**src/rtl/tps_pkg.sv**
```systemverilog
package tps_pkg;

    // request kind codes on the input channel
    localparam logic [1:0] KIND_READ = 2'd0;
    localparam logic [1:0] KIND_ADD  = 2'd1;
    localparam logic [1:0] KIND_FADE = 2'd2;

    localparam logic [7:0]  FADE_SCALE_RST = 8'd224;
    localparam logic [31:0] EVEN_MASK      = 32'h00FF00FF;
    localparam logic [31:0] ODD_MASK       = 32'hFF00FF00;

    // classified operation carried through the queue
    typedef enum logic [1:0] {
        OP_NONE,
        OP_READ,
        OP_ADD,
        OP_FADE
    } t_op;

    typedef enum logic [2:0] {
        S_CLEAR,
        S_IDLE,
        S_ACCESS,
        S_FADE,
        S_FDONE
    } t_state;

    typedef struct packed {
        t_op         op;
        logic [31:0] value;
    } t_req;

    // back end to queue
    typedef struct packed {
        logic pop;
        logic clearing;
    } t_q_ctl;

    // scale each byte by s/256; s < 256 so no byte spills into its neighbor
    function automatic logic [31:0] scale_pixel(input logic [31:0] p, input logic [7:0] s);
        logic [31:0] even;
        logic [31:0] odd;
        even = (p & EVEN_MASK) * {24'd0, s};
        odd  = ((p & ODD_MASK) >> 8) * {24'd0, s};
        return ((even & ODD_MASK) >> 8) | (odd & ODD_MASK);
    endfunction

endpackage

```
**src/rtl/tps_front.sv**
```systemverilog
module tps_front #(
    parameter int SIDE = 64,
    parameter int CW   = 12
) (
    input  logic            i_clk,
    input  logic            i_rst_n,
    input  logic            i_in_valid,
    output logic            o_in_ready,
    input  logic [1:0]      i_kind,
    input  logic [7:0]      i_x,
    input  logic [7:0]      i_y,
    input  logic [31:0]     i_value,
    input  tps_pkg::t_q_ctl i_ctl,
    output logic            o_head_valid,
    output tps_pkg::t_req   o_head,
    output logic [CW-1:0]   o_head_addr
);
    import tps_pkg::*;

    logic        in_range;
    logic [15:0] lin;
    t_req        req;
    logic        push;

    t_req          r_q_req  [2];
    logic [CW-1:0] r_q_addr [2];
    logic          r_wp, r_rp;
    logic [1:0]    r_cnt;

    assign in_range = ({1'b0, i_x} < 9'(SIDE)) && ({1'b0, i_y} < 9'(SIDE));
    assign lin      = 16'(i_y) * 16'(SIDE) + 16'(i_x);

    always_comb begin
        req.value = i_value;
        unique case (i_kind)
            KIND_READ: req.op = in_range ? OP_READ : OP_NONE;
            KIND_ADD:  req.op = in_range ? OP_ADD : OP_NONE;
            KIND_FADE: req.op = OP_FADE;
            default:   req.op = OP_NONE;
        endcase
    end

    assign o_in_ready   = !i_ctl.clearing && (r_cnt != 2'd2);
    assign push         = i_in_valid && o_in_ready;
    assign o_head_valid = (r_cnt != 2'd0);
    assign o_head       = r_q_req[r_rp];
    assign o_head_addr  = r_q_addr[r_rp];

    always_ff @(posedge i_clk) begin
        if (push) begin
            r_q_req[r_wp]  <= req;
            r_q_addr[r_wp] <= lin[CW-1:0];
        end
    end

    always_ff @(posedge i_clk) begin
        if (!i_rst_n) begin
            r_wp  <= 1'b0;
            r_rp  <= 1'b0;
            r_cnt <= 2'd0;
        end else begin
            if (push) begin
                r_wp <= !r_wp;
            end
            if (i_ctl.pop) begin
                r_rp <= !r_rp;
            end
            if (push && !i_ctl.pop) begin
                r_cnt <= r_cnt + 2'd1;
            end else if (!push && i_ctl.pop) begin
                r_cnt <= r_cnt - 2'd1;
            end
        end
    end

endmodule

```
**config.mk**
```make
export PLATFORM = sky130hd
export DESIGN_NAME = tps_front
export DESIGN_NICKNAME = d
export VERILOG_FILES = /design/src/rtl/tps_pkg.sv /design/src/rtl/tps_front.sv
export SDC_FILE = /design/constraint.sdc
export NUM_CORES = 1
export LEC_CHECK = 0
export BUFFER_PORTS_ARGS = -buffer_cell sky130_fd_sc_hd__buf_2
export CAP_MARGIN = 20
export CORE_MARGIN = 5
export CORE_UTILIZATION = 51
export CTS_CLUSTER_SIZE = 8
export DETAILED_ROUTE_END_ITERATION = 8
export GPL_TIMING_DRIVEN = 0
export HOLD_SLACK_MARGIN = 0.02
export PLACE_DENSITY = 0.78
export SYNTH_ARGS = -nofsm -noshare
export SYNTH_HDL_FRONTEND = slang
export SYNTH_SLANG_ARGS = --single-unit
export TNS_END_PERCENT = 10
```
**constraint.sdc**
```tcl
create_clock -name i_clk -period 3.7 [get_ports i_clk]
set_clock_uncertainty 0.05 [all_clocks]
set_input_delay 0.37 -clock i_clk [delete_from_list [all_inputs] [get_ports i_clk]]
set_output_delay 0.37 -clock i_clk [all_outputs]
set_load 0.1 [all_outputs]
```
Word-level counts from Yosys, hierarchy flattened
Memories as Yosys holds them, arrays and structs flattened. A register that Yosys moved wholly into a read port is not among the register bits.
Index checks and enable logic that the tools add are counted.
{"block": "word_totals", "latch_bits": 0, "rom_bits": 0, "out_inout_bits": 48, "ram_bits": 92, "memories": 2, "register_bits": 4}
{"block": "classes", "n_mul": 0, "magnitude_cmp": 2, "bitwise_logic": 0, "n_eq_ne": 3, "n_mux": 11, "shifts": 0, "n_addsub": 3, "n_div": 0, "reduce_logical": 13}
{"memory": "r_q_req", "words": 2, "width": 34, "read_ports": 1, "rd_ports_with_merged_regs": 1, "wr": 1, "line_no": "tps_front.sv:25", "source": "t_req r_q_req [2];"}
{"memory": "r_q_addr", "words": 2, "width": 12, "read_ports": 1, "rd_ports_with_merged_regs": 1, "wr": 1, "line_no": "tps_front.sv:26", "source": "logic [CW-1:0] r_q_addr [2];"}
{"op": "8-bit by 7-bit less-than comparator with 1-bit output, second input constant", "count": 2}
{"op": "12-bit by 8-bit adder with 12-bit output", "count": 1}
{"op": "1-bit 2-to-1 mux", "count": 7}
{"op": "2-bit 2-to-1 mux", "count": 3}
{"op": "2-bit one-hot mux with 3 select lines", "count": 1}
{"op": "1-bit logical AND", "count": 5}
{"op": "1-bit logical NOT", "count": 5}
{"op": "2-bit nonzero test", "count": 2}
{"op": "2-bit by 1-bit adder with 2-bit output, second input constant", "count": 1}
{"op": "2-bit by 1-bit == test with 1-bit output, second input constant", "count": 1}
{"op": "2-bit == test, second input constant", "count": 1}
{"op": "2-bit logical NOT", "count": 1}
{"op": "2-bit != test, second input constant", "count": 1}
{"op": "2-bit by 1-bit subtractor with 2-bit output, second input constant", "count": 1}

Logic depth before layout (Yosys ltp)
Gate-level depths: netlist (run 1).
{"block": "logic_depth", "ltp_word": 7, "ltp_mapped": 6, "ltp_nobuf": 6}

Worst setup path before layout (run 1)
OpenSTA, ideal clock, no wires.
{"block": "synth_path", "path_kind": "register -> register", "from": "register r_cnt[0]", "to": "memory r_q_addr[0][0] (enable)", "t_required_ns": 3.195, "setup_ns": 0.455, "path_stages_with_launch": 4, "n_path_buf": 0, "t_arrival_ns": 2.800, "path_slack_ns": 0.395, "synth_period_minus_slack_ns": 3.305, "cell_sequence": "dfxtp_1 > nor2b_1 > nor3b_2 > nor2b_1"}
{"block": "synth_via", "elab_chain_len": 5}
{"item": "from (decl)", "line_no": "tps_front.sv:28", "source": "logic [1:0] r_cnt;"}
{"item": "from (signal assigned)", "line_no": "tps_front.sv:69", "source": "r_cnt <= r_cnt + 2'd1;"}
{"item": "from (signal assigned)", "line_no": "tps_front.sv:71", "source": "r_cnt <= r_cnt - 2'd1;"}
{"item": "2-bit != test", "line_no": "tps_front.sv:43", "source": "assign o_in_ready = !i_ctl.clearing && (r_cnt != 2'd2);"}
{"item": "1-bit logical AND", "line_no": "tps_front.sv:43"}
{"item": "1-bit logical AND", "line_no": "tps_front.sv:44", "source": "assign push = i_in_valid && o_in_ready;"}
{"item": "1-bit 2-to-1 mux", "line_no": "tps_front.sv:50", "source": "if (push) begin"}
{"item": "1-bit 2-to-1 mux (implied by the code)", "line_no": "tps_front.sv:52", "source": "r_q_addr[r_wp] <= lin[CW-1:0];"}
{"item": "to (decl)", "line_no": "tps_front.sv:26"}
No other way between the ends.

==> results.md, run 1 <==
- Die area: 0.00903 mm²
- Worst Tran Pin Value: 745 ps
- CTS clk-pin slew, worst paths: 90 ps
- Kind of critical path: register to output pin
- Starting Density: 0.517
- Post-CTS setup buffer count: 0
- DRT Pass-1 Iters: 4
- Clk_lat worst skew: between 300 and 400 ps
- Status: complete, no violations
- Ratio of cells with drive above 1 in the final layout: 0.572
- Avg Inst Size Synth: 20.0 µm²
- Fin worst setup slack: 1480 ps
- Longest Clk Path Bufs: 2
- R2r setup slk: 1610 ps
- Top-count cell post-synth: edfxtp_1
- Share of the synthesized area in the top cell type: 0.749
- Final hold violations: 0
- Die height: 95.0 µm
- CP max stage cell: mux2_2
- Tcrit/Tclk final: 0.601
- Syn nets: 243
- First-pass GRT wire length: between 9000 and 10000 µm
- Dominant synthesized flop cell: edfxtp_1
- Slew margin rel.: 0.502
- Register area share after synthesis: 0.776
- Peak VDD IR: ~0.26 mV
- GRT Util Overall: 0.143
- Hold Crit Class: input port to register
- Row count: 31
- Worst path arrival time: 1800 ps
- Flop and latch count out of synthesis: a little under 100
- Vias per cell: ~4.8
- Crit-path max cell delay: around 350 ps
- WP data required: 3280 ps
- GRT overflow: 0
- Largest family of logic cells by synthesized area: multiplexers
- Synth Area in Simple Gates: 0.0295
- Max Fanout on Critical Path: 10
- Final min period: 2220 ps
- Most frequent CP cell: buf_2
- Number of synthesized flops with an enable pin: 92
- Antenna cells: 0
- Max-cap violations: 0
- ANT nets after route: 0
- Area grow syn2layout: 24.4%
- Synth area leaders: edfxtp_1 75%, mux2_2 14%, dfxtp_1 2.7%
- CP Launch Type: register
- Synth Area in Compound Gates: 0.00543
- CORE AREA: 0.00714 mm²
- Post-CTS Hold Fix Bufs: 0
- Unrepaired setup endpoints after global routing: no
- Power Dens Cells: between 500 and 600 mW/mm²
- WL/cell: 15.6 µm
- Port Buffers: 102
- HPWL after DPL: around 4500 µm
- DP Cell Count: 387
- Max frequency: 0.450 GHz
- Largest net degree at the start of global routing: 25
- Synth Instances: approximately 180
- Final cell count without fillers: 403
- CTS H-tree lvls: 3
- Critical path cell sequence: buf_2 -> buf_4 -> mux2_2 -> buf_2
- Post-CTS Resized: 0
- Vias in the first global route: 2033
- Gpl congestion: between 0.6 and 0.7
- Synth area leader: edfxtp_1
- TNS Setup: 0 ps
- Post-Layout Inst Area: 0.00459 mm²
- Final setup violation count: 0
- Mux cell area share after synthesis: 0.146
- Ys Warns: 0
- Vias: 1953
- XOR/XNOR share of the synthesized area: 0.0166
- Number of CTS-inserted buffers: 9
- Placed cell area: 0.00437 mm²
- Antenna violations before repair: 0
- Die X: 95.0 µm
- # DRC: 0
- Fin nets: 358
- Synth Area in Adders: 0.0156
- Top-level port count: ~100
- Crit path capture type: output pin
- Total chip power: 2.67 mW
- # clock sinks: 97
- CTS tree: done
- Pleak: 1.74 nW
- Synth unique cells: 25
- Fraction of registers with async set/reset: 0
- Drt first-iter violations: 86
- Fin. max-slew vios: 0
- Area of the mapped netlist: 0.00369 mm²
- Total Wirelength: 6290 µm
- CTS Root Cell: clkbuf_8
- List of most frequent post-synthesis cells: 92 x edfxtp_1, 46 x mux2_2, 5 x dfxtp_1
- Post-Place Setup Slack: 1550 ps
-- registers in the layout, summed over array words and instances (netlist names), named ones only --
register	cells
r_q_req	68
r_q_addr	24
r_cnt	2
r_rp	1
r_wp	1
-- path summary, 6_finish.rpt --
path,from,endpoint,depth (start not counted)
worst min-delay path,i_value[11],r_q_req[0][11],1
worst min register to register,r_cnt[1],r_cnt[1],2
worst max register to register,r_cnt[0],r_q_addr[0][3],4
worst max-delay path,register,o_head_addr[7],4
-- power breakdown --
group | switching, mW | internal [mW] | leakage, nW | total (mW)
clock | 0.346 | 0.384 | 0.107 | 0.729
combinational | 0.521 | 0.141 | 0.746 | 0.662
sequential | 0.0150 | 1.26 | 0.885 | 1.28
-- routing by layer --
layer	up-vias	track usage	share of wire
met2	65	0.249	0.51
met5	-	0	0
met4	0	0.0649	0.015
met3	8	0.0387	0.081
li1	942	-	-
met1	938	0.166	0.39
-- cell usage in the layout, fill, tap and decap left out, drive strengths merged --
cell type	synthesis	routed
nor2	3	3
clkbuf	0	10
edfxtp	92	92
clkinv	0	2
mux2i	2	2
inv	1	2
nor4	1	1
a21boi	1	1
nand4	1	1
fa	1	1
and2	4	4
or3	1	1
nor3b	1	1
a21o	1	1
buf	5	109
xnor2	4	4
o21ai	1	1
or2	1	1
xor2	3	3
bufinv	0	2
mux2	46	46
nand2b	1	1
clkinvlp	0	1
ha	3	3
dfxtp	5	5
nor2b	2	2
nand3	1	1
nand2	3	3
-- critical path: cells and delay by family, from the launching register on --
family	cells	cell delay (ps)
buffers and inverters	3	790
DFF	1	310
muxes	1	350
-- per-stage QoR --
step	utilization	hold WS, ps
5_1_grt	0.643	128
3_3_place_gp	0.606	412
2_1_floorplan	-	401
4_1_cts	0.643	140
3_5_place_dp	0.612	449
6_report	0.643	160
-- kinds of logic (layout without fill, tap and decap cells) --
logic type               count (synthesis)  after routing
adder cells (fa/ha/maj)                  4              4
buffers and inverters                    6            126
multiplexers                            48             48
flip-flops                              97             97
AND/OR/NAND/NOR                         19             19
XOR/XNOR                                 7              7
AO/OA/AOI/OAI                            3              3
-- cell type report --
| cell class | instances | area [µm²] |
|---|---|---|
| buffer | 5 | 35.0 |
| sequential | 97 | 2860 |
| inverter | 1 | 3.75 |
| timing repair buffer | 104 | 551 |
| clock inverter | 6 | 90.1 |
| clock buffer | 10 | 128 |
| fill | 560 | 2550 |
| multi-input combinational | 81 | 795 |
| tap | 99 | 124 |
Power figures use the tool's default switching activity.
==> inputs of run 2 (changes only) <==
- CORE_UTILIZATION: 51 -> 46
- PLACE_DENSITY: 0.78 -> 0.75
- clock period: 3.7 -> 1.95 ns (I/O delays scaled with it)
==> run 2 against run 1 <==
Non-clock buffer count up 39; combinational power increased by 110%; sequential power rose by 90%; first-iteration DRC count shrank 43%; largest cell class unchanged.
==> results.md, run 2 (synthesized netlist as in run 1, its figures left out) <==
- Status: complete, no violations
- Final hold violations: 0 (unchanged)
- Longest Clk Path Bufs: 2 (unchanged)
- Top-level port count: 103 (unchanged)
- Fin nets: 398 (+11%)
- Antenna cells: 0 (unchanged)
- Gpl congestion: 0.693 (+2.8%)
- Max Fanout on Critical Path: 10 (unchanged)
- Total Wirelength: 7070 µm (+12%)
- CTS Root Cell: clkbuf_8
- Commonest non-fill, non-tap cell in the layout: edfxtp_1
- Area grow syn2layout: 40.2%
- CTS H-tree lvls: 3 (unchanged)
- Vias per cell: 4.72 (-2.7%)
- Clk_lat worst skew: 340 ps (about the same)
- Number of CTS-inserted buffers: 9 (unchanged)
- CORE AREA: 0.00777 mm² (+8.8%)
- Max frequency: roughly 0.54 GHz
- Most frequent CP cell: buf_6
- Worst path arrival time: 1600 ps (-200 ps)
- Final setup violation count: 0 (unchanged)
- Largest net degree at the start of global routing: 26 (+4.0%)
- WP data required: 1700 ps (-1580 ps)
- # DRC: 0 (unchanged)
- Antenna violations before repair: 0 (unchanged)
- Worst Path Buf+Inv: 3 (unchanged)
- Critical path cell sequence: buf_6 -> buf_6 -> mux2_2 -> buf_4
- CTS clk-pin slew, worst paths: 80 ps (about the same)
- GRT Util Overall: 0.149 (+0.00513)
- Unrepaired setup endpoints after global routing: no
- WL/cell: 15.9 µm (+1.5%)
- Crit-path max cell delay: 350 ps (about the same)
- Ratio of cells with drive above 1 in the final layout: 0.515 (-0.0578)
- CP max stage cell: mux2_2
- CP Launch Type: register
- Drt first-iter violations: 49 (-43%)
- Port Buffers: 102 (unchanged)
- Max FFs per register: 68 (unchanged)
- Most frequent cells in the layout: 92 x edfxtp_1, 62 x buf_2, 46 x mux2_2
- Hold Crit Class: input port to register
- Final min period: 1840 ps
- Vias in the first global route: 2352 (+16%)
- Row count: 32 (+3.2%)
- Tcrit/Tclk final: 0.945
- Fin. max-slew vios: 0 (unchanged)
- Kind of critical path: register to output pin
- Delay-heaviest family, CP: buffers and inverters
- First-pass GRT wire length: 11300 µm (+18%)
- Crit path capture type: output pin
- Max-cap violations: 0 (unchanged)
- Starting Density: 0.475 (-0.0419)
- Regs by FF count: r_q_req (68), r_q_addr (24), r_cnt (2)
- GRT overflow: 0 (unchanged)
- # clock sinks: 97 (unchanged)
- DRT Pass-1 Iters: 4 (unchanged)
- Vias: 2104 (+7.7%)
- Die X: 99.5 µm (+4.7%)
- Final Core Density: 0.666 (+0.0227)
- CTS tree: done
- Power Dens Cells: 1060 mW/mm² (+82%)
- Slew margin rel.: 0.667 (+0.165)
- Hold Worst Slack: 80.3 ps (-79.6 ps)
- Filler instances: 537 (-4.1%)
- Die height: 99.5 µm (+4.7%)
- HPWL after DPL: 4580 µm (+2.4%)
- Die area: 0.00991 mm² (+9.7%)
- Peak VDD IR: 0.551 mV (+120%)
- Largest Register: r_q_req
- Worst Tran Pin Value: 503 ps (-242 ps)
- Total chip power: 5.46 mW (+100%)
- Pleak: 1.97 nW (+13%)
- ANT nets after route: 0 (unchanged)
==> run 2: cell types whose count changed in the layout (fill, tap and decap cells not counted), sizes merged <==
| cell | before | now |
|---|---|---|
| buf | 109 | 110 |
| bufinv | 2 | 4 |
| clkbuf | 10 | 9 |
| clkinv | 2 | 1 |
| dlygate4sd3 | 0 | 38 |
| nor2b | 2 | 3 |
==> run 2: layout make-up <==
type / count / area [µm²] / area share
clock inverter: 7 / 140 / 0.0271
clock buffer: 9 / 124 / 0.0240
buffer: 5 / 56.3 / 0.0109
timing repair buffer: 143 / 1040 / 0.201
multi-input combinational: 82 / 816 / 0.158
inverter: 1 / 3.75 / 0.000726
sequential: 97 / 2860 / 0.554
tap: 102 / 128 / 0.0247
==> run 2: metal layers <==
layer  routed length (µm)  global-route usage  vias to the layer above
li1                     -                   -                     1021
met1                 2550               0.144                     1026
met2                 4060               0.291                       53
met3                  401              0.0379                        4
met4                   63              0.0662                        0
met5                    0                   0                        -
==> run 2: where the power goes <==
group	switching, mW	internal (mW)
Combinational	1.01	0.381
Clock	0.653	0.981
Sequential	0.0332	2.40
Total	1.70	3.76
==> run 2: final timing paths <==
check | startpoint | endpoint | slack [ps] | depth (start not counted)
worst max-delay path | register | o_head[21] | 110 | 4
worst min-delay path | i_rst_n | r_rp | 80 | 2
worst max register to register | r_cnt[1] | r_q_addr[1][3] | 110 | 4
worst min register to register | r_cnt[1] | r_cnt[1] | 460 | 2
==> run 2: timing repair <==
item / CTS / global route
setup endpoints to repair: 90 / 66
hold endpoints to repair: 76 / 0
setup buffers: 1 / 0
gates cloned: 1 / 0
hold buffers: 38 / 0
gates resized for setup: 44 / 6
==> run 2: stage by stage <==
stage | setup WS [ps] | instances | instance area (µm²) | TNS (ps)
after global routing | 3.87 | 446 | 5170 | 0
after detailed placement | -173 | 390 | 4370 | -6690
after floorplan | -364 | 184 | 3690 | -16770
after global placement | -1030 | 388 | 4330 | -67490
after CTS | -14.6 | 446 | 5150 | -193
final | 107 | 446 | 5170 | 0
==> run 2: worst register-to-register path, delay by kind of cell, from the launching register on <==
family | cells | cell delay, ps
buf+inv | 1 | 230
flops | 1 | 330
simple gates | 3 | 920
==> inputs of run 3 (changes only) <==
- ABC_AREA: unset -> 1
- CORE_UTILIZATION: 46 -> 47
- REMOVE_ABC_BUFFERS: unset -> 1
==> run 3 against run 2 <==
Worst hold slack got worse by 22 ps; sequential power is essentially flat; critical path depth decreased by 1; fmax is 1.2% lower; sequential share of layout area decreased by 0.11 points; final cell count increased by 5.2%; total power fell by 12%; global-route usage shrank 0.38 points; clock power fell by 25%; routed wire length decreased by 0.92%; via count is 4.4% higher; first-iteration DRC count decreased by 35%; critical path type unchanged; largest cell class unchanged; largest power group unchanged.
==> results.md, run 3 <==
- Status: complete, no violations
- Flop pwr share: 0.502 (+0.057)
- Largest family of logic cells by synthesized area: multiplexers
- Synth Area in Adders: 0.0147 (-0.000927)
- CORE AREA: 0.00818 mm² (+5.3%)
- WP data required: 1700 ps (about the same)
- Starting Density: 0.479 (+0.00478)
- Largest Register: r_q_req
- Register Area: 0.00287 mm² (about the same)
- Logic gate share of total power: 0.243 (-0.012)
- First-pass GRT wire length: 11000 µm (-2.3%)
- Largest net degree at the start of global routing: 29 (+12%)
- Hold Crit Class: input port to register
- Crit-path max cell delay: 410 ps (+60 ps)
- Synth area leaders: edfxtp_1 70%, mux2_4 15%, dfxtp_1 2.6%
- ANT nets after route: 0 (unchanged)
- Synth unique cells: 18 (-28%)
- Antenna violations before repair: 0 (unchanged)
- Area grow syn2layout: 32.3%
- Number of CTS-inserted buffers: 9 (unchanged)
- Fraction of registers with async set/reset: 0 (unchanged)
- CTS Root Cell: clkbuf_8
- GRT Util Overall: 0.145 (-0.00375)
- # DRC: 0 (unchanged)
- Number of synthesized flops with an enable pin: 92 (unchanged)
- Total chip power: 4.80 mW (-12%)
- Int Pwr: 3.30 mW (-12%)
- # clock sinks: 97 (unchanged)
- Most frequent cells in the layout: 102 x buf_2, 92 x edfxtp_1, 40 x mux2_4
- Max-cap violations: 0 (unchanged)
- Fin. max-slew vios: 0 (unchanged)
- Mux cell area share after synthesis: 0.170 (+0.0245)
- Regs by FF count: r_q_req (68), r_q_addr (24), r_cnt (2)
- CTS clk-pin slew, worst paths: 80 ps (about the same)
- Final setup violation count: 0 (unchanged)
- CTS H-tree lvls: 3 (unchanged)
- Register area share after synthesis: 0.730 (-0.0461)
- Post-CTS Resized: 0 (-100%)
- Clk_lat worst skew: 340 ps (about the same)
- Antenna cells: 0 (unchanged)
- Synth Area in Simple Gates: 0.0357 (+0.00623)
- Top-count cell post-synth: edfxtp_1
- Crit path capture type: output pin
- Sw Share: 0.313 (+0.00240)
- Dominant synthesized flop cell: edfxtp_1
- CP Launch Type: register
- Vias: 2197 (+4.4%)
- WL/cell: 14.9 µm (-5.8%)
- Final min period: 1860 ps (+21.5 ps)
- Pleak: 2.10 nW (+6.8%)
- Die area: 0.0103 mm² (+3.6%)
- HPWL after DPL: 4450 µm (-2.8%)
- Gpl congestion: 0.684 (-1.2%)
- Final hold violations: 0 (unchanged)
- Ys Warns: 0 (unchanged)
- Ratio of cells with drive above 1 in the final layout: 0.470 (-0.0448)
- Power Dens Cells: 926 mW/mm² (-12%)
- Port Buffers: 102 (unchanged)
- Area of the mapped netlist: 0.00392 mm² (+6.3%)
- Max FFs per register: 68 (unchanged)
- GRT overflow: 0 (unchanged)
- Flop and latch count out of synthesis: 97 (unchanged)
- Critical path cell sequence: buf_12 -> mux2_4 -> buf_2
- Share of the synthesized area in the top cell type: 0.705 (-0.0445)
- Unrepaired setup endpoints after global routing: no
- Top-level port count: 103 (unchanged)
- Max frequency: 0.536 GHz (-1.2%)
- Worst path arrival time: 1620 ps (+20 ps)
- Die height: 101 µm (+1.8%)
- Tcrit/Tclk final: 0.956 (+0.0110)
- List of most frequent post-synthesis cells: 92 x edfxtp_1, 40 x mux2_4, 17 x nand2_1, 13 x inv_1, 8 x nor2_1
- Vias per cell: 4.68 (-0.70%)
- Synth Area in Compound Gates: 0.00638 (+0.000954)
- Synth area leader: edfxtp_1
- Worst Tran Pin Value: 526 ps (+23.5 ps)
- Peak VDD IR: 0.570 mV (+3.3%)
- Row count: 33 (+3.1%)
- Multi-input logic area: 925 µm² (+13%)
- CTS tree: done
- Avg Inst Size Synth: 19.0 µm² (-5.0%)
- Fin nets: 418 (+5.0%)
- Commonest non-fill, non-tap cell in the layout: buf_2
- Worst Path Buf+Inv: 2 (-1)
- Max Fanout on Critical Path: 23 (+13)
- Hold Worst Slack: 57.9 ps (-22.3 ps)
- DRT Pass-1 Iters: 4 (unchanged)
- Delay-heaviest family, CP: buffers and inverters
- Die X: 101 µm (+1.8%)
- Total Wirelength: 7010 µm (-0.92%)
- Clock power share: 0.255 (-0.044)
- Synth Instances: 206 (+12%)
- XOR/XNOR share of the synthesized area: 0.00670 (-0.00992)
- Kind of critical path: register to output pin
- Drt first-iter violations: 32 (-35%)
- Longest Clk Path Bufs: 2 (unchanged)
- CP max stage cell: dfxtp_4
- Slew margin rel.: 0.652 (-0.0156)
- Filler instances: 632 (+18%)
- Vias in the first global route: 2317 (-1.5%)
- Sw Pwr: 1.51 mW (-11%)
-- run 3: cell types whose count changed after synthesis, sizes merged, moves of 2 or more --
| cell | previous run | this run |
|---|---|---|
| nand2 | 3 | 17 |
| inv | 1 | 13 |
| nor2 | 3 | 8 |
| and2 | 4 | 0 |
| a21oi | 0 | 3 |
| nand3 | 1 | 4 |
| xnor2 | 4 | 1 |
| mux2i | 2 | 0 |
| nand4 | 1 | 3 |
| nor2b | 2 | 0 |
-- run 3: worst paths after layout --
path	end	start	slack (ps)	cells after the start
worst max register to register	r_q_req[1][25]	r_cnt[0]	310	5
worst min register to register	register	r_rp	460	2
worst min-delay path	r_cnt[1]	i_rst_n	60	3
worst max-delay path	o_head[28]	register	90	3
-- run 3: through the flow --
| step | utilization | cells | instance area, µm² | TNS, ps | worst slack, ps |
|---|---|---|---|---|---|
| after floorplan | - | 201 | 3830 | -81100 | -1050 |
| after global placement | 0.547 | 408 | 4470 | -189490 | -2170 |
| after detailed placement | 0.553 | 410 | 4520 | 0 | 58.2 |
| after CTS | 0.632 | 468 | 5160 | 0 | 57.9 |
| after global routing | 0.634 | 469 | 5180 | 0 | 14.5 |
| final | 0.634 | 469 | 5180 | 0 | 85.8 |
-- run 3: final cells by class --
type                       instances  share of cell area
sequential                        97               0.553
timing repair buffer             147               0.198
clock buffer                      11              0.0253
inverter                          13             0.00941
multi-input combinational         91               0.178
clock inverter                     5              0.0109
tap                              105              0.0253
-- run 3: metal layers --
layer / share of wire / wire length (µm) / up-vias / global-route usage
met3: 0.063 / 441 / 11 / 0.0344
met1: 0.40 / 2790 / 1050 / 0.169
met5: 0 / 0 / - / 0
li1: - / - / 1071 / -
met2: 0.52 / 3680 / 65 / 0.254
met4: 0.015 / 102 / 0 / 0.0644
-- run 3: repair_timing --
action | 4_1_cts | 5_1_grt
hold buffers | 38 | 0
setup endpoints to repair | 46 | 28
buffers inserted | 4 | 1
pin swaps | 0 | 1
endpoints found under the hold margin | 76 | 0
-- run 3: logic make-up (layout without fill, tap and decap cells) --
kind of cell             after synthesis  count (layout)
XOR/XNOR                               3               3
adder cells (fa/ha/maj)                4               4
flip-flops                            97              97
AO/OA/AOI/OAI                          5               5
AND/OR/NAND/NOR                       33              33
multiplexers                          46              46
buffers and inverters                 18             176
-- run 3: power by group through the flow --
stage	logic (mW)	clock network (mW)	registers, mW
5_1_grt	1.22	1.37	2.42
3_3_place_gp	1.03	0	2.50
3_5_place_dp	1.04	0	2.49
2_1_floorplan	0.870	0	2.48
4_1_cts	1.17	1.28	2.41
6_report	1.17	1.22	2.41
-- run 3: worst register-to-register path, cell delays in order (launching register included) --
cell and delay (ps):
dfxtp_1 340, inv_1 100, nand2_1 90, nand4_1 120, inv_2 370, buf_12 260
